[src/design/resistor_ladder_button_events_core_macros.svh]
// ----------------------------------------------------------------------------
// resistor ladder button events: assertion macros
// shared check helpers, used by the core and not by its submodules
// ----------------------------------------------------------------------------
`ifndef RESISTOR_LADDER_BUTTON_EVENTS_CORE_MACROS_SVH
`define RESISTOR_LADDER_BUTTON_EVENTS_CORE_MACROS_SVH

// same-cycle implication, off while reset is high
`define RLBE_ASSERT_IMP(name, clk, rst, ante, cons) \
   name: assert property (@(posedge clk) disable iff (rst) (ante) |-> (cons)) \
      else $error("rlbe check failed");

// next-cycle implication, off while reset is high
`define RLBE_ASSERT_NXT(name, clk, rst, ante, cons) \
   name: assert property (@(posedge clk) disable iff (rst) (ante) |=> (cons)) \
      else $error("rlbe check failed");

`endif

[src/design/rlbe_pkg.sv]
// ----------------------------------------------------------------------------
// rlbe_pkg
// widths, codes and shared types of the button event core
// ----------------------------------------------------------------------------
`default_nettype none

package rlbe_pkg;

   localparam int TimeBits    = 32;
   localparam int AdcBits     = 10;
   localparam int MsBits      = 16;
   localparam int EventBits   = 3;
   localparam int CsrIdxBits  = 2;
   localparam int CsrDataBits = 16;
   localparam int ButtonBits  = 2;

   // config register indexes
   localparam logic [CsrIdxBits-1:0] CsrThresholdLow  = 2'd0;
   localparam logic [CsrIdxBits-1:0] CsrThresholdHigh = 2'd1;
   localparam logic [CsrIdxBits-1:0] CsrDebounceMs    = 2'd2;
   localparam logic [CsrIdxBits-1:0] CsrLongPressMs   = 2'd3;

   // config reset values
   localparam logic [AdcBits-1:0] ThresholdLowReset  = AdcBits'(300);
   localparam logic [AdcBits-1:0] ThresholdHighReset = AdcBits'(700);
   localparam logic [MsBits-1:0]  DebounceMsReset    = MsBits'(50);
   localparam logic [MsBits-1:0]  LongPressMsReset   = MsBits'(1000);

   // item kinds
   localparam logic KindSample  = 1'b0;
   localparam logic KindConsume = 1'b1;

   // button codes
   localparam logic [ButtonBits-1:0] BtnNone = 2'd0;
   localparam logic [ButtonBits-1:0] Btn1    = 2'd1;
   localparam logic [ButtonBits-1:0] Btn2    = 2'd2;

   // event codes
   localparam logic [EventBits-1:0] EvNone      = 3'd0;
   localparam logic [EventBits-1:0] EvDebounced = 3'd1;
   localparam logic [EventBits-1:0] EvShort1    = 3'd2;
   localparam logic [EventBits-1:0] EvShort2    = 3'd3;
   localparam logic [EventBits-1:0] EvLong1     = 3'd4;
   localparam logic [EventBits-1:0] EvLong2     = 3'd5;

   typedef struct packed {
      logic [AdcBits-1:0] thr_low;
      logic [AdcBits-1:0] thr_high;
      logic [MsBits-1:0]  debounce_ms;
      logic [MsBits-1:0]  long_press_ms;
   } cfg_type;

   typedef struct packed {
      logic                kind;
      logic                block_input;
      logic [AdcBits-1:0]  adc_value;
      logic [TimeBits-1:0] now_ms;
   } item_type;

endpackage

`default_nettype wire

[src/design/rlbe_csr.sv]
// ----------------------------------------------------------------------------
// rlbe_csr
// threshold and timing registers behind the plain write port
// ----------------------------------------------------------------------------
`default_nettype none

module rlbe_csr (
   input  wire logic                                clock,
   input  wire logic                                reset,
   input  wire logic                                csr_wr_en,
   input  wire logic [rlbe_pkg::CsrIdxBits-1:0]     csr_index,
   input  wire logic [rlbe_pkg::CsrDataBits-1:0]    csr_data,
   output rlbe_pkg::cfg_type                        cfg
);

   rlbe_pkg::cfg_type cfg_ff;
   rlbe_pkg::cfg_type cfg_in;

   always_comb begin
      cfg_in = cfg_ff;
      if (csr_wr_en) begin
         case (csr_index)
            rlbe_pkg::CsrThresholdLow: begin
               cfg_in.thr_low = csr_data[rlbe_pkg::AdcBits-1:0];
            end
            rlbe_pkg::CsrThresholdHigh: begin
               cfg_in.thr_high = csr_data[rlbe_pkg::AdcBits-1:0];
            end
            rlbe_pkg::CsrDebounceMs: begin
               cfg_in.debounce_ms = csr_data[rlbe_pkg::MsBits-1:0];
            end
            rlbe_pkg::CsrLongPressMs: begin
               cfg_in.long_press_ms = csr_data[rlbe_pkg::MsBits-1:0];
            end
            default: begin
               cfg_in = cfg_ff;
            end
         endcase
      end
   end

   always_ff @(posedge clock) begin
      if (reset) begin
         cfg_ff.thr_low       <= rlbe_pkg::ThresholdLowReset;
         cfg_ff.thr_high      <= rlbe_pkg::ThresholdHighReset;
         cfg_ff.debounce_ms   <= rlbe_pkg::DebounceMsReset;
         cfg_ff.long_press_ms <= rlbe_pkg::LongPressMsReset;
      end else begin
         cfg_ff <= cfg_in;
      end
   end

   assign cfg = cfg_ff;

endmodule

`default_nettype wire

[src/design/rlbe_event.sv]
// ----------------------------------------------------------------------------
// rlbe_event
// press tracking state and event decision for one registered word
// ----------------------------------------------------------------------------
`default_nettype none

module rlbe_event (
   input  wire logic                                clock,
   input  wire logic                                reset,
   input  wire logic                                step,
   input  wire rlbe_pkg::item_type                  item,
   input  wire rlbe_pkg::cfg_type                   cfg,
   output logic [rlbe_pkg::EventBits-1:0]           event_res
);

   typedef struct packed {
      logic                                pressed;
      logic [rlbe_pkg::ButtonBits-1:0]     active_button;
      logic [rlbe_pkg::TimeBits-1:0]       press_start;
      logic                                debounce_fired;
      logic                                long_timing;
      logic [rlbe_pkg::TimeBits-1:0]       long_start;
      logic                                long_seen;
      logic                                press_consumed;
   } press_state_type;

   press_state_type                     st_ff;
   press_state_type                     st_in;
   logic [rlbe_pkg::ButtonBits-1:0]     button;
   logic [rlbe_pkg::TimeBits-1:0]       el_press;
   logic [rlbe_pkg::TimeBits-1:0]       el_long;
   logic                                deb_done;
   logic                                long_done;

   // ladder classification
   always_comb begin
      button = rlbe_pkg::BtnNone;
      if (item.adc_value < cfg.thr_low) begin
         button = rlbe_pkg::Btn2;
      end else if (item.adc_value < cfg.thr_high) begin
         button = rlbe_pkg::Btn1;
      end
   end

   // wrapping time differences
   assign el_press  = item.now_ms - st_ff.press_start;
   assign el_long   = item.now_ms - st_ff.long_start;
   assign deb_done  = el_press > rlbe_pkg::TimeBits'(cfg.debounce_ms);
   assign long_done = el_long > rlbe_pkg::TimeBits'(cfg.long_press_ms);

   always_comb begin
      st_in     = st_ff;
      event_res = rlbe_pkg::EvNone;
      if (item.kind == rlbe_pkg::KindConsume) begin
         st_in.press_consumed = 1'b1;
      end else if (!item.block_input) begin
         if (button != rlbe_pkg::BtnNone) begin
            if (!st_ff.pressed) begin
               st_in.pressed        = 1'b1;
               st_in.press_start    = item.now_ms;
               st_in.active_button  = button;
               st_in.debounce_fired = 1'b0;
            end else if (deb_done) begin
               if (!st_ff.debounce_fired) begin
                  st_in.debounce_fired = 1'b1;
                  event_res            = rlbe_pkg::EvDebounced;
               end else if (!st_ff.press_consumed) begin
                  if (!st_ff.long_timing) begin
                     st_in.long_timing = 1'b1;
                     st_in.long_start  = item.now_ms;
                  end else if (long_done) begin
                     st_in.long_seen  = 1'b1;
                     st_in.long_start = item.now_ms;
                     event_res = (st_ff.active_button == rlbe_pkg::Btn1) ?
                                 rlbe_pkg::EvLong1 : rlbe_pkg::EvLong2;
                  end
               end
            end
         end else if (st_ff.pressed) begin
            // release: short press unless long seen or consumed
            if (!st_ff.long_seen && !st_ff.press_consumed) begin
               event_res = (st_ff.active_button == rlbe_pkg::Btn1) ?
                           rlbe_pkg::EvShort1 : rlbe_pkg::EvShort2;
            end
            st_in = '0;
         end
      end
   end

   always_ff @(posedge clock) begin
      if (reset) begin
         st_ff <= '0;
      end else if (step) begin
         st_ff <= st_in;
      end
   end

endmodule

`default_nettype wire

[src/design/resistor_ladder_button_events_core.sv]
// ----------------------------------------------------------------------------
// resistor_ladder_button_events_core: two-button ladder debounce and press events
// path: input register, then result register, which drives rsp
// throughput: one word per cycle while rsp is not stalled, set by both registers
// reset: synchronous, clears press state, both valid flags and loads csr defaults
// ----------------------------------------------------------------------------
`default_nettype none

`include "resistor_ladder_button_events_core_macros.svh"

module resistor_ladder_button_events_core (
   input  wire logic                                clock,
   input  wire logic                                reset,
   // request channel
   input  wire logic                                req_valid,
   output logic                                     req_stall,
   input  wire logic                                req_kind,
   input  wire logic                                req_block_input,
   input  wire logic [rlbe_pkg::AdcBits-1:0]        req_adc_value,
   input  wire logic [rlbe_pkg::TimeBits-1:0]       req_now_ms,
   // response channel
   output logic                                     rsp_valid,
   input  wire logic                                rsp_stall,
   output logic [rlbe_pkg::EventBits-1:0]           rsp_event_res,
   // config write port
   input  wire logic                                csr_wr_en,
   input  wire logic [rlbe_pkg::CsrIdxBits-1:0]     csr_index,
   input  wire logic [rlbe_pkg::CsrDataBits-1:0]    csr_data
);

   rlbe_pkg::cfg_type                   cfg;
   rlbe_pkg::item_type                  item_ff;
   rlbe_pkg::item_type                  item_in;
   logic                                s1_valid_ff;
   logic                                s1_valid_in;
   logic                                rsp_valid_ff;
   logic                                rsp_valid_in;
   logic [rlbe_pkg::EventBits-1:0]      rsp_event_ff;
   logic [rlbe_pkg::EventBits-1:0]      rsp_event_in;
   logic [rlbe_pkg::EventBits-1:0]      event_res;
   logic                                advance;
   logic                                req_take;

   // config registers
   rlbe_csr u_csr (
      .clock     (clock),
      .reset     (reset),
      .csr_wr_en (csr_wr_en),
      .csr_index (csr_index),
      .csr_data  (csr_data),
      .cfg       (cfg)
   );

   // stage 1 word moves to the result register when that register is free
   // or being drained this cycle; press state updates on the same edge
   assign advance   = s1_valid_ff && (!rsp_valid_ff || !rsp_stall);
   // input register accepts a new word when it is empty or its current one is leaving
   assign req_stall = s1_valid_ff && !advance;
   assign req_take  = req_valid && !req_stall;

   always_comb begin
      item_in.kind        = req_kind;
      item_in.block_input = req_block_input;
      item_in.adc_value   = req_adc_value;
      item_in.now_ms      = req_now_ms;
   end

   always_comb begin
      if (req_take) begin
         s1_valid_in = 1'b1;
      end else if (advance) begin
         s1_valid_in = 1'b0;
      end else begin
         s1_valid_in = s1_valid_ff;
      end
   end

   // press tracking and event decision
   rlbe_event u_event (
      .clock     (clock),
      .reset     (reset),
      .step      (advance),
      .item      (item_ff),
      .cfg       (cfg),
      .event_res (event_res)
   );

   // result register holds its word while the consumer stalls
   assign rsp_valid_in = advance || (rsp_valid_ff && rsp_stall);
   assign rsp_event_in = advance ? event_res : rsp_event_ff;

   always_ff @(posedge clock) begin
      if (reset) begin
         s1_valid_ff  <= 1'b0;
         rsp_valid_ff <= 1'b0;
      end else begin
         s1_valid_ff  <= s1_valid_in;
         rsp_valid_ff <= rsp_valid_in;
      end
   end

   // payload registers, no reset needed
   always_ff @(posedge clock) begin
      if (req_take) begin
         item_ff <= item_in;
      end
      rsp_event_ff <= rsp_event_in;
   end

   assign rsp_valid     = rsp_valid_ff;
   assign rsp_event_res = rsp_event_ff;

   // an empty input register never pushes back
   `RLBE_ASSERT_IMP(a_no_stall_when_empty, clock, reset, !s1_valid_ff, !req_stall)
   // every word leaving stage 1 lands in the result register
   `RLBE_ASSERT_NXT(a_advance_fills_rsp, clock, reset, advance, rsp_valid_ff)
   // consume requests and blocked samples never raise an event
   `RLBE_ASSERT_NXT(a_quiet_words, clock, reset,
      advance && (item_ff.kind == rlbe_pkg::KindConsume || item_ff.block_input),
      rsp_event_ff == rlbe_pkg::EvNone)

endmodule

`default_nettype wire
[config.mk]
export PLATFORM = sky130hd
export DESIGN_NAME = resistor_ladder_button_events_core
export DESIGN_NICKNAME = d
export VERILOG_FILES = /design/src/design/rlbe_pkg.sv /design/src/design/rlbe_csr.sv /design/src/design/rlbe_event.sv /design/src/design/resistor_ladder_button_events_core.sv
export VERILOG_INCLUDE_DIRS = /design/src /design/src/design
export SDC_FILE = /design/constraint.sdc
export NUM_CORES = 1
export LEC_CHECK = 0
export BUFFER_PORTS_ARGS = -buffer_cell sky130_fd_sc_hd__buf_4
export CAP_MARGIN = 20
export CORE_ASPECT_RATIO = 1.1
export CORE_MARGIN = 8
export CORE_UTILIZATION = 55
export DETAILED_ROUTE_END_ITERATION = 6
export PLACE_DENSITY = 0.73
export REMOVE_ABC_BUFFERS = 1
export SETUP_SLACK_MARGIN = 0.4
export SYNTH_ARGS = -nofsm -noshare
export SYNTH_HDL_FRONTEND = slang
export SYNTH_SLANG_ARGS = --single-unit
[constraint.sdc]
create_clock -name clock -period 14.53 [get_ports clock]
set_input_delay 1.453 -clock clock [delete_from_list [all_inputs] [get_ports clock]]
set_output_delay 1.453 -clock clock [all_outputs]
set_load 0.01 [all_outputs]
# Yosys cells after proc, flatten, opt, wreduce, memory -nomap -nowiden
# Index checks and enable logic that the tools add are counted.
classes:
  add_sub_neg: 2
  magnitude_cmp: 4
  eq_ne: 14
  mux: 29
  n_bitwise: 2
  n_reduce_logical: 30
ops:
  columns: ["operator", "count"]
  rows:
  - ["70-bit 2-to-1 mux", 2]
  - ["34-bit 2-to-1 mux", 4]
  - ["32-bit by 16-bit > comparator with 1-bit output", 2]
  - ["32-bit subtractor", 2]
  - ["35-bit 2-to-1 mux", 1]
  - ["33-bit 2-to-1 mux", 1]
  - ["32-bit 2-to-1 mux", 1]
  - ["3-bit 2-to-1 mux", 9]
  - ["10-bit less-than comparator", 2]
  - ["1-bit 2-to-1 mux", 10]
  - ["2-bit by 1-bit inequality test with 1-bit output, second input constant", 5]
  - ["5-bit AND reduction", 2]
  - ["9-bit AND reduction", 1]
  - ["2-bit AND reduction", 4]
  - ["8-bit AND reduction", 1]
  - ["2-bit nonzero test", 4]
  - ["7-bit AND reduction", 1]
  - ["1-bit logical NOT", 6]
  - ["2-bit inequality test, second input constant", 3]
  - ["3-bit inequality test, second input constant", 2]
  - ["1-bit logical AND", 5]
  - ["2-bit by 1-bit equality test with 1-bit output, second input constant", 2]
  - ["2-bit equality test, second input constant", 2]
  - ["4-bit AND reduction", 1]
  - ["6 further kinds", 8]
word_totals:
  regBits: 172
  elab_cells: 100

# Longest topological paths before layout
# Gate-level depths: netlist of the first run.
depth:
  depth_word: 9
  mapped_depth: 24
  depth_no_buf: 23

# By module
# A second synthesis of the first run with hierarchy kept.
unflattened:
  hier_cells: 1371
  hier_area_um2: 11691.2
modules_own_cells:
  columns: ["module", "instances", "cells_each", "area_per_inst_um2", "seq_area_each_um2"]
  rows:
  - ["rlbe_event", 1, 1115, 8116.5, 1421.4]
  - ["rlbe_csr", 1, 199, 2077.0, 1041.0]
  - ["resistor_ladder_button_events_core", 1, 57, 1497.7, 1451.4]

# Worst setup path after synthesis of the first run
# OpenSTA, ideal clock, no wires.
synth_path:
  kind: "register to register"
  startpoint: "register item_ff[0] in the netlist's numbering"
  endpoint: "register u_event.st_ff[10] in the netlist's numbering"
  setup_ns: 0.117
  arrival_ns: 4.495
  slack_ns: 9.917
  stages_incl_launch_ff: 22
  n_path_buf: 1
  path_cell_list: "edfxtp_1 -> inv_1 -> ha_1 -> inv_1 -> fa_1 -> a21o_1 -> a221oi_2 -> o41ai_4 -> nand3_1 -> nand2_1 -> xor2_1 -> ha_1 -> nand4_1 -> or3_1 -> nor2_1 -> nor2_1 -> or4_1 -> a2111oi_4 -> or4_4 -> nor3b_4 -> buf_6 -> a32o_1"
synth_between:
  elab_chain_cells: 4
  word_cells_on_any_way: 7
synth_lines:
  columns: ["element", "line_no", "rtl"]
  rows:
  - ["from (decl)", "resistor_ladder_button_events_core.sv:32", "rlbe_pkg::item_type item_ff;"]
  - ["from (signal assigned)", "resistor_ladder_button_events_core.sv:105", "item_ff <= item_in;"]
  - ["32-bit subtractor, on equally long branches", "rlbe_event.sv:47, rlbe_event.sv:46", null]
  - ["32-bit by 16-bit > comparator with 1-bit output, on equally long branches", "rlbe_event.sv:49, rlbe_event.sv:48", null]
  - ["3-bit inequality test (no line) / 2-bit by 1-bit inequality test with 1-bit output (equally long branches)", null, null]
  - ["8-bit AND reduction (no line) *", null, null]
  - ["to (signal assigned)", "rlbe_event.sv:94", "st_ff <= st_in;"]
  - ["to (decl)", "rlbe_event.sv:27", "press_state_type st_ff;"]
# Mark *: on every way between the ends. The rest lies on a longest branch, timed or not.
# A chain may end at the register's enable or synchronous reset.

# Final worst setup path of the first run
layout_path:
  startpoint: "register item_ff[0] in the netlist's numbering"
  endpoint: "register u_event.st_ff[13] in the netlist's numbering"
# The elaborated chain is that of the path after synthesis.

==> metrics.txt, run 1 <==
# TYPE chip_impl_metric gauge
chip_impl_info{name="outcome",value="finished, final reports clean"} 1
chip_impl_metric{name="placementRows",unit=""} 56
chip_impl_metric{name="htree_num_levels",unit=""} 4
chip_impl_metric{name="floorplan.io_pins",unit=""} 72
chip_impl_metric{name="post_cts.repair.setup_buffers",unit=""} 0
chip_impl_metric{name="antenna_cells_inserted",unit=""} 0
chip_impl_metric{name="grt_first_pass_wirelength",unit="um"} 54630
chip_impl_metric{name="layoutNonFillerInstCount",unit=""} 1774
chip_impl_info{name="ctsRootBufferMaster",value="sky130_fd_sc_hd__clkbuf_16"} 1
chip_impl_info{name="commonest_cells_after_routing_fill_and_taps_aside",value="sky130_fd_sc_hd__nand2_1, sky130_fd_sc_hd__a21oi_1, sky130_fd_sc_hd__inv_1"} 1
chip_impl_metric{name="cts-buffers-inserted",unit=""} 17
chip_impl_metric{name="place_inst",unit=""} 1740
chip_impl_metric{name="via_per_inst",unit=""} 6.159
chip_impl_info{name="r2r_start",value="item_ff[0]"} 1
chip_impl_metric{name="hold_depth",unit=""} 2
chip_impl_metric{name="routed-via-count",unit=""} 10930
chip_impl_metric{name="share_of_synthesized_area_spent_on_multiplexers",unit="%"} 1.070
chip_impl_metric{name="core_area",unit="um2"} 21300
chip_impl_info{name="timing_worst_setup_path_type",value="register to register"} 1
chip_impl_metric{name="synth.lib_cells_used.distinct",unit=""} 79
chip_impl_metric{name="flow.area_growth_from_synthesis",unit="%"} 10.79
chip_impl_metric{name="setup_total_negative_slack",unit="ns"} 0
chip_impl_metric{name="remaining_drc_errors",unit=""} 0
chip_impl_metric{name="fin_ws",unit="ns"} 8.919
chip_impl_info{name="yosys_most_used_dff",value="sky130_fd_sc_hd__dfxtp_1"} 1
chip_impl_metric{name="seqPwrFrac",unit="%"} 41.4
chip_impl_metric{name="maxSlewHeadroom",unit="%"} 32.17
chip_impl_metric{name="floorplan.initialDensity",unit="%"} 55.98
chip_impl_metric{name="floorplan.die_area",unit="um2"} 26650
chip_impl_metric{name="share_clk_of_total_power",unit="%"} 38.2
chip_impl_info{name="worst_hold_path_type",value="register to register"} 1
chip_impl_metric{name="die_height",unit="um"} 170.4
chip_impl_metric{name="synth_edf_count",unit=""} 47
chip_impl_info{name="final_common_cell",value="sky130_fd_sc_hd__nand2_1"} 1
chip_impl_metric{name="synth_compound_area_share",unit="%"} 23.79
chip_impl_info{name="timing.critical_path.from_type",value="register"} 1
chip_impl_metric{name="cts_stage_hold_buffer_count",unit=""} 0
chip_impl_metric{name="worst_ep_arrival_time",unit="ns"} 5.98
chip_impl_metric{name="via_count_of_the_first_global_routing_pass",unit=""} 10460
chip_impl_metric{name="layout.core_utilization",unit="%"} 62.02
chip_impl_metric{name="internal_power",unit="uW"} 848.8
chip_impl_metric{name="combPwrFrac",unit="%"} 20.5
chip_impl_info{name="min_from",value="u_event.st_ff[54]"} 1
chip_impl_metric{name="vdd_drop_max",unit="mV"} 0.07758
chip_impl_metric{name="net_switching_fraction_of_the_power",unit="%"} 32.95
chip_impl_metric{name="post_synth_design_cell_area",unit="um2"} 11920
chip_impl_metric{name="drtAntennaViolNets",unit=""} 0
chip_impl_metric{name="maxSlewViolCount",unit=""} 0
chip_impl_metric{name="reg2reg_slack",unit="ns"} 8.92
chip_impl_metric{name="yosysWarningCount",unit=""} 0
chip_impl_metric{name="finalWeightedCongestion",unit=""} 0.9407
chip_impl_metric{name="p_leak",unit="uW"} 0.005006
chip_impl_info{name="element_type_at_the_critical_path_end",value="register"} 1
chip_impl_metric{name="number_of_flip_flops_and_latches_in_the_synthesized_netlist",unit=""} 172
chip_impl_metric{name="clk-insertion-delay-late",unit="ns"} 0.44
chip_impl_metric{name="finish.net_count",unit=""} 1653
chip_impl_metric{name="buffer_ports.inserted",unit=""} 71
chip_impl_metric{name="clock.fmax",unit="MHz"} 178.2
chip_impl_metric{name="synth-async-reset-ratio",unit="%"} 0
chip_impl_metric{name="worstPathMaxFanout",unit=""} 17
chip_impl_info{name="setup.worst_path.start",value="item_ff[0]"} 1
chip_impl_metric{name="timing.final.hold_violations",unit=""} 0
chip_impl_metric{name="synth-simple-area-share",unit="%"} 20.61
chip_impl_metric{name="global_route.usage.total",unit="%"} 25.80
chip_impl_metric{name="min_period",unit="ns"} 5.611
chip_impl_metric{name="worst_hold_slack",unit="ns"} 0.4561
chip_impl_metric{name="measured_slew_at_the_worst_slew_check_pin",unit="ns"} 1.017
chip_impl_metric{name="largest_net_degree_at_the_start_of_global_routing",unit=""} 72
chip_impl_metric{name="detail_route.first_pass.iterations",unit=""} 7
chip_impl_info{name="endpoint_with_the_worst_hold_slack",value="u_event.st_ff[54]"} 1
chip_impl_metric{name="p_per_area",unit="nW/um2"} 95.83
chip_impl_metric{name="antenna_found_initial",unit=""} 0
chip_impl_metric{name="report.final.setup_viol",unit=""} 0
chip_impl_metric{name="cts_resized",unit=""} 0
chip_impl_metric{name="synthAdderAreaFrac",unit="%"} 12.19
chip_impl_metric{name="global_route.overflow_total",unit=""} 0
chip_impl_metric{name="synth.yosys.seq_area_share",unit="%"} 32.82
chip_impl_info{name="synth_top_family_by_area",value="compound AO/OA/AOI/OAI gates"} 1
chip_impl_metric{name="post_drt_wl_per_cell",unit="um"} 19.19
chip_impl_metric{name="worstRegToRegCells",unit=""} 21
chip_impl_metric{name="finalWirelength",unit="um"} 34040
chip_impl_metric{name="post-route-period-util",unit="%"} 38.61
chip_impl_metric{name="clock_skew",unit="ns"} 0.01423
chip_impl_metric{name="switching_power",unit="uW"} 417.1
chip_impl_metric{name="per_instance_average_area_after_synthesis",unit="um2"} 8.275
chip_impl_metric{name="cts.sink_count",unit=""} 172
chip_impl_metric{name="area_share_of_xor_xnor_cells_in_the_synthesized_design",unit="%"} 2.791
chip_impl_metric{name="clock_path_buffers",unit=""} 2
chip_impl_info{name="reg2reg_to",value="u_event.st_ff[13]"} 1
chip_impl_metric{name="timing.critical_path.required",unit="ns"} 14.90
chip_impl_info{name="grt_setup_unrepaired",value="no"} 1
chip_impl_metric{name="final_layout_size_suffix_gt1_share",unit="%"} 9.838
chip_impl_metric{name="dp_slack",unit="ns"} 8.963
chip_impl_metric{name="drv.max_cap_violation_count",unit=""} 0
chip_impl_metric{name="hpwlAfterDp",unit="um"} 25800
chip_impl_metric{name="synth_cells",unit=""} 1441
chip_impl_metric{name="chipWidth",unit="um"} 156.4
chip_impl_info{name="cts_tree",value="built"} 1
chip_impl_metric{name="clk_pin_slew",unit="ns"} 0.08
chip_impl_metric{name="number_of_drc_markers_in_iteration_0",unit=""} 705
==> critical path, stage by stage (launching register included) <==
cell	delay, ns
sky130_fd_sc_hd__edfxtp_1	0.42
sky130_fd_sc_hd__inv_1	0.11
sky130_fd_sc_hd__ha_1	0.18
sky130_fd_sc_hd__inv_1	0.06
sky130_fd_sc_hd__fa_1	0.40
sky130_fd_sc_hd__a21o_1	0.20
sky130_fd_sc_hd__a221oi_2	0.50
sky130_fd_sc_hd__o41ai_4	0.17
sky130_fd_sc_hd__a21oi_2	0.19
sky130_fd_sc_hd__xnor2_1	0.09
sky130_fd_sc_hd__ha_1	0.30
sky130_fd_sc_hd__nand4_1	0.14
sky130_fd_sc_hd__or3_1	0.41
sky130_fd_sc_hd__a21oi_1	0.13
sky130_fd_sc_hd__nor4_1	0.07
sky130_fd_sc_hd__nor2_1	0.16
sky130_fd_sc_hd__or4_1	0.18
sky130_fd_sc_hd__a2111oi_4	0.07
sky130_fd_sc_hd__or4_4	0.53
sky130_fd_sc_hd__nor3b_4	0.65
sky130_fd_sc_hd__buf_4	0.37
sky130_fd_sc_hd__a32o_1	0.20
==> metrics by stage <==
| stage | instance area [um2] | power, uW |
|---|---|---|
| floorplan | 11610 | 702.6 |
| global placement | 12560 | 783.9 |
| detailed placement | 12560 | 786.7 |
| CTS | 13190 | 1267 |
| global route | 13210 | 1322 |
| finish | 13210 | 1266 |
==> layer usage <==
layer  vias to the layer above  share of wire [%]  wire (um)  track usage, %
met1                      5129                 45      15250           34.40
met4                         0                2.5        845           8.867
met3                        62                6.6       2231           3.907
li1                       5318                  -          -               -
met5                         -                  0          0               0
met2                       417                 46      15710           41.87
==> cell usage after synthesis (all sizes together), types with 13 or more instances <==
cell type  count  area share [%]
nor2b         13            0.68
o21ai         52             2.3
ha           113              12
a211oi        13            0.82
clkbuf        44             1.4
buf           24             1.3
dfxtp        125              21
inv          129             4.1
a32o          33             2.8
and2          16            0.84
xnor2         23             1.7
nand4         31             1.6
nor2          83             2.6
edfxtp        47              12
nand3         70             3.0
a21oi        158             6.8
o211ai        15            0.94
a211o         18             1.3
xor2          15             1.1
o21a          13            0.82
a21o          28             1.8
nand2        170             5.4
nor3          21            0.88
==> logic make-up (layout without fill, tap and decap cells) <==
kind of cell | count (synthesis) | in the layout
and+or+nand+nor | 493 | 493
muxes | 12 | 12
AOI/OAI and AO/OA | 414 | 414
DFF | 172 | 172
xor gates and xnor gates | 38 | 38
adders and majority gates | 115 | 115
buffers and inverters | 197 | 240
==> power by group through the flow <==
stage | Sequential (uW) | Combinational, uW | Clock, uW
global placement | 534 | 250 | 0
floorplan | 529 | 174 | 0
detailed placement | 534 | 253 | 0
CTS | 523 | 255 | 490
global route | 525 | 288 | 509
finish | 523 | 259 | 483
==> sequential cells by signal, summed over array words and instances (netlist names) <==
| name | flops |
|---|---|
| item_ff | 44 |
| rsp_event_res | 3 |
| rsp_valid | 1 |
| s1_valid_ff | 1 |
| u_csr.cfg | 52 |
| u_event.st_ff | 71 |
==> worst max path at each step <==
stage,to,slack (ns)
2_1_floorplan,u_event.st_ff[10],9.68
3_3_place_gp,u_event.st_ff[11],9.15
3_5_place_dp,u_event.st_ff[13],8.96
4_1_cts,u_event.st_ff[13],8.95
5_1_grt,u_event.st_ff[12],8.49
6_report,u_event.st_ff[13],8.92
==> area by class of cell <==
cell class	count	area (um2)
repair buffers	79	596.8
flip-flops and latches	172	3914
inverters	129	484.2
clock buffers	17	425.4
fillers	1958	8090
well taps	290	362.8
clock inverters	15	203.9
multi-input cells	1072	7223
(Power assumes the default switching activity.)
==> run 2, diff against run 1 <==
- clock period: 14.53 -> 5.6 ns (I/O delays scaled with it)
==> run 2 against run 1 <==
Die area stayed put. Non-clock buffer count is 17 higher. Critical endpoint is now u_event.st_ff[21]. First-iteration DRC count is 11% higher. Count of clock-buffer cells in the layout stayed put. Cell area is 2.3% higher. Clock skew is 0.00063 ns lower. Sequential share of layout area is 0.67 points lower.
==> metrics.txt, run 2 (synthesis results as in run 1) <==
# TYPE chip_impl_metric gauge
chip_impl_metric{name="measured_slew_at_the_worst_slew_check_pin",unit="ns"} 1.050
chip_impl_metric{name="flow.area_growth_from_synthesis",unit="%"} 13.39
chip_impl_metric{name="min_period",unit="ns"} 4.958
chip_impl_metric{name="clock_path_buffers",unit=""} 2
chip_impl_metric{name="grt_util_met1",unit="%"} 33.47
chip_impl_metric{name="antenna_cells_inserted",unit=""} 0
chip_impl_metric{name="timing.critical_path.required",unit="ns"} 5.98
chip_impl_info{name="most_used_routing_layer",value="met2"} 1
chip_impl_metric{name="floorplan.initialDensity",unit="%"} 55.98
chip_impl_metric{name="routed-via-count",unit=""} 11080
chip_impl_info{name="timing_worst_setup_path_type",value="register to register"} 1
chip_impl_metric{name="worstPathMaxFanout",unit=""} 15
chip_impl_metric{name="vdd_drop_max",unit="mV"} 0.2029
chip_impl_metric{name="chipWidth",unit="um"} 156.4
chip_impl_metric{name="floorplan.io_pins",unit=""} 72
chip_impl_metric{name="remaining_drc_errors",unit=""} 0
chip_impl_metric{name="combPwrFrac",unit="%"} 21.4
chip_impl_info{name="final_common_cell",value="sky130_fd_sc_hd__nand2_1"} 1
chip_impl_metric{name="global_route.usage.total",unit="%"} 25.65
chip_impl_metric{name="antenna_found_initial",unit=""} 0
chip_impl_metric{name="grt_util_met2",unit="%"} 41.58
chip_impl_metric{name="final_layout_size_suffix_gt1_share",unit="%"} 12.26
chip_impl_metric{name="core_area",unit="um2"} 21300
chip_impl_info{name="cts_tree",value="built"} 1
chip_impl_metric{name="place_inst",unit=""} 1747
chip_impl_metric{name="post-route-period-util",unit="%"} 88.54
chip_impl_metric{name="layoutNonFillerInstCount",unit=""} 1791
chip_impl_metric{name="htree_num_levels",unit=""} 4
chip_impl_metric{name="via_count_of_the_first_global_routing_pass",unit=""} 10530
chip_impl_metric{name="finalWeightedCongestion",unit=""} 0.9772
chip_impl_metric{name="report.final.setup_viol",unit=""} 0
chip_impl_metric{name="detail_route.first_pass.iterations",unit=""} 6
chip_impl_metric{name="largest_net_degree_at_the_start_of_global_routing",unit=""} 54
chip_impl_metric{name="hpwlAfterDp",unit="um"} 26220
chip_impl_info{name="ctsRootBufferMaster",value="sky130_fd_sc_hd__clkbuf_16"} 1
chip_impl_metric{name="drtAntennaViolNets",unit=""} 0
chip_impl_metric{name="finish.net_count",unit=""} 1670
chip_impl_metric{name="buffer_ports.inserted",unit=""} 71
chip_impl_metric{name="share_clk_of_total_power",unit="%"} 37.2
chip_impl_metric{name="cts-buffers-inserted",unit=""} 17
chip_impl_metric{name="internal_power",unit="uW"} 2234
chip_impl_metric{name="number_of_flip_flops_under_the_largest_register_name",unit=""} 71
chip_impl_metric{name="placementRows",unit=""} 56
chip_impl_metric{name="p_per_area",unit="nW/um2"} 242.2
chip_impl_metric{name="floorplan.die_area",unit="um2"} 26650
chip_impl_metric{name="die_height",unit="um"} 170.4
chip_impl_info{name="worst_hold_path_type",value="input pin to register"} 1
chip_impl_metric{name="number_of_drc_markers_in_iteration_0",unit=""} 785
chip_impl_metric{name="global_route.overflow_total",unit=""} 0
chip_impl_metric{name="maxSlewViolCount",unit=""} 0
chip_impl_info{name="grt_setup_unrepaired",value="no"} 1
chip_impl_metric{name="drv.max_cap_violation_count",unit=""} 0
chip_impl_metric{name="grt_first_pass_wirelength",unit="um"} 54630
chip_impl_metric{name="p_leak",unit="uW"} 0.005119
chip_impl_info{name="element_type_at_the_critical_path_end",value="register"} 1
chip_impl_metric{name="layout.core_utilization",unit="%"} 63.48
chip_impl_metric{name="clk-insertion-delay-late",unit="ns"} 0.43
chip_impl_metric{name="cts_stage_hold_buffer_count",unit=""} 0
chip_impl_info{name="timing.critical_path.from_type",value="register"} 1
chip_impl_metric{name="setup_total_negative_slack",unit="ns"} 0
chip_impl_info{name="commonest_cells_after_routing_fill_and_taps_aside",value="sky130_fd_sc_hd__nand2_1, sky130_fd_sc_hd__a21oi_1, sky130_fd_sc_hd__inv_1"} 1
chip_impl_metric{name="timing.final.hold_violations",unit=""} 0
chip_impl_metric{name="worst_ep_arrival_time",unit="ns"} 5.34
chip_impl_metric{name="design_area",unit="um2"} 13520
chip_impl_metric{name="clk_pin_slew",unit="ns"} 0.08
chip_impl_metric{name="cts.sink_count",unit=""} 172
chip_impl_metric{name="seqPwrFrac",unit="%"} 41.4
chip_impl_metric{name="maxSlewHeadroom",unit="%"} 29.77
chip_impl_info{name="outcome",value="finished, final reports clean"} 1
chip_impl_metric{name="post_drt_wl_per_cell",unit="um"} 19.27
chip_impl_info{name="max_flop_register",value="u_event.st_ff"} 1
chip_impl_metric{name="grt.met3_usage",unit="%"} 5.175
chip_impl_metric{name="clock_skew",unit="ns"} 0.01360
chip_impl_metric{name="via_per_inst",unit=""} 6.186
chip_impl_metric{name="dpl_cell_area",unit="um2"} 12610
chip_impl_metric{name="net_switching_fraction_of_the_power",unit="%"} 31.79
chip_impl_metric{name="clock.fmax",unit="MHz"} 201.7
chip_impl_metric{name="finalWirelength",unit="um"} 34510
chip_impl_metric{name="switching_power",unit="uW"} 1041
[run 2: changes by cell type in the layout (fill, tap and decap cells not counted), moves of 3 or more]
cell / before / now
sky130_fd_sc_hd__ha_1: 113 / 109
sky130_fd_sc_hd__ha_2: 0 / 3
sky130_fd_sc_hd__buf_4: 78 / 90
sky130_fd_sc_hd__inv_12: 4 / 0
sky130_fd_sc_hd__a21oi_1: 156 / 152
sky130_fd_sc_hd__a21oi_2: 1 / 4
[run 2: worst paths after layout]
check	slack [ns]	startpoint	to	cells past startpoint
setup / recovery	0.64	item_ff[0]	u_event.st_ff[21]	24
hold / removal	0.30	req_now_ms[2]	item_ff[2]	1
setup reg to reg	0.64	item_ff[0]	u_event.st_ff[21]	24
hold reg to reg	0.45	u_event.st_ff[64]	u_event.st_ff[64]	2
[run 2: final cells by class]
cell class              count  area, um2
multi-input cells        1072       7373
clock inverters            15      181.4
well taps                 290      362.8
clock buffers              17      425.4
fillers                  1922       7780
repair buffers             96      778.2
flip-flops and latches    172       3915
inverters                 129      484.2
[run 2: metrics by stage]
stage | power [uW] | hold slack, ns | setup slack, ns
global placement | 2043 | 0.4356 | 0.3107
global route | 3424 | 0.2819 | 0.3132
CTS | 3255 | 0.2901 | 0.4353
floorplan | 1823 | 0.4212 | 0.7499
finish | 3275 | 0.2985 | 0.6416
detailed placement | 2047 | 0.4475 | 0.1287
[run 2: layer usage]
layer  up-vias  share of wire [%]
li1       5359                  -
met1      5268                 44
met2       375                 46
met3        77                6.6
met4         0                3.0
met5         -                  0
[run 2: timing repair]
item | 4_1_cts | 5_1_grt
pin swaps | 0 | 17
gates resized for setup | 4 | 32
cloned | 0 | 1
hold endpoints to repair | 0 | 0
setup endpoints to repair | 32 | 36
setup buffers | 2 | 8
[run 2: power by group through the flow]
stage               clock network (uW)  logic [uW]  registers [uW]
finish                            1220         702            1360
global route                      1290         777            1360
CTS                               1230         670            1360
detailed placement                   0         663            1380
global placement                     0         659            1380
floorplan                            0         452            1370
[run 2: critical path: stages (launching register included)]
cell and delay, ns:
sky130_fd_sc_hd__edfxtp_1 0.43, sky130_fd_sc_hd__inv_2 0.10, sky130_fd_sc_hd__ha_2 0.19, sky130_fd_sc_hd__inv_1 0.06, sky130_fd_sc_hd__fa_2 0.35, sky130_fd_sc_hd__a21o_1 0.23, sky130_fd_sc_hd__a221oi_4 0.26, sky130_fd_sc_hd__buf_4 0.17
sky130_fd_sc_hd__o41ai_4 0.09, sky130_fd_sc_hd__nand3_1 0.10, sky130_fd_sc_hd__nand2_1 0.07, sky130_fd_sc_hd__xor2_1 0.15, sky130_fd_sc_hd__ha_1 0.27, sky130_fd_sc_hd__nand4_1 0.14, sky130_fd_sc_hd__or3_4 0.42, sky130_fd_sc_hd__a21oi_1 0.13
sky130_fd_sc_hd__nor4_1 0.07, sky130_fd_sc_hd__nor2_1 0.16, sky130_fd_sc_hd__or4_4 0.17, sky130_fd_sc_hd__a2111oi_4 0.04, sky130_fd_sc_hd__or4_4 0.56, sky130_fd_sc_hd__nor3b_4 0.25, sky130_fd_sc_hd__buf_12 0.15, sky130_fd_sc_hd__buf_6 0.16
sky130_fd_sc_hd__a32o_1 0.18
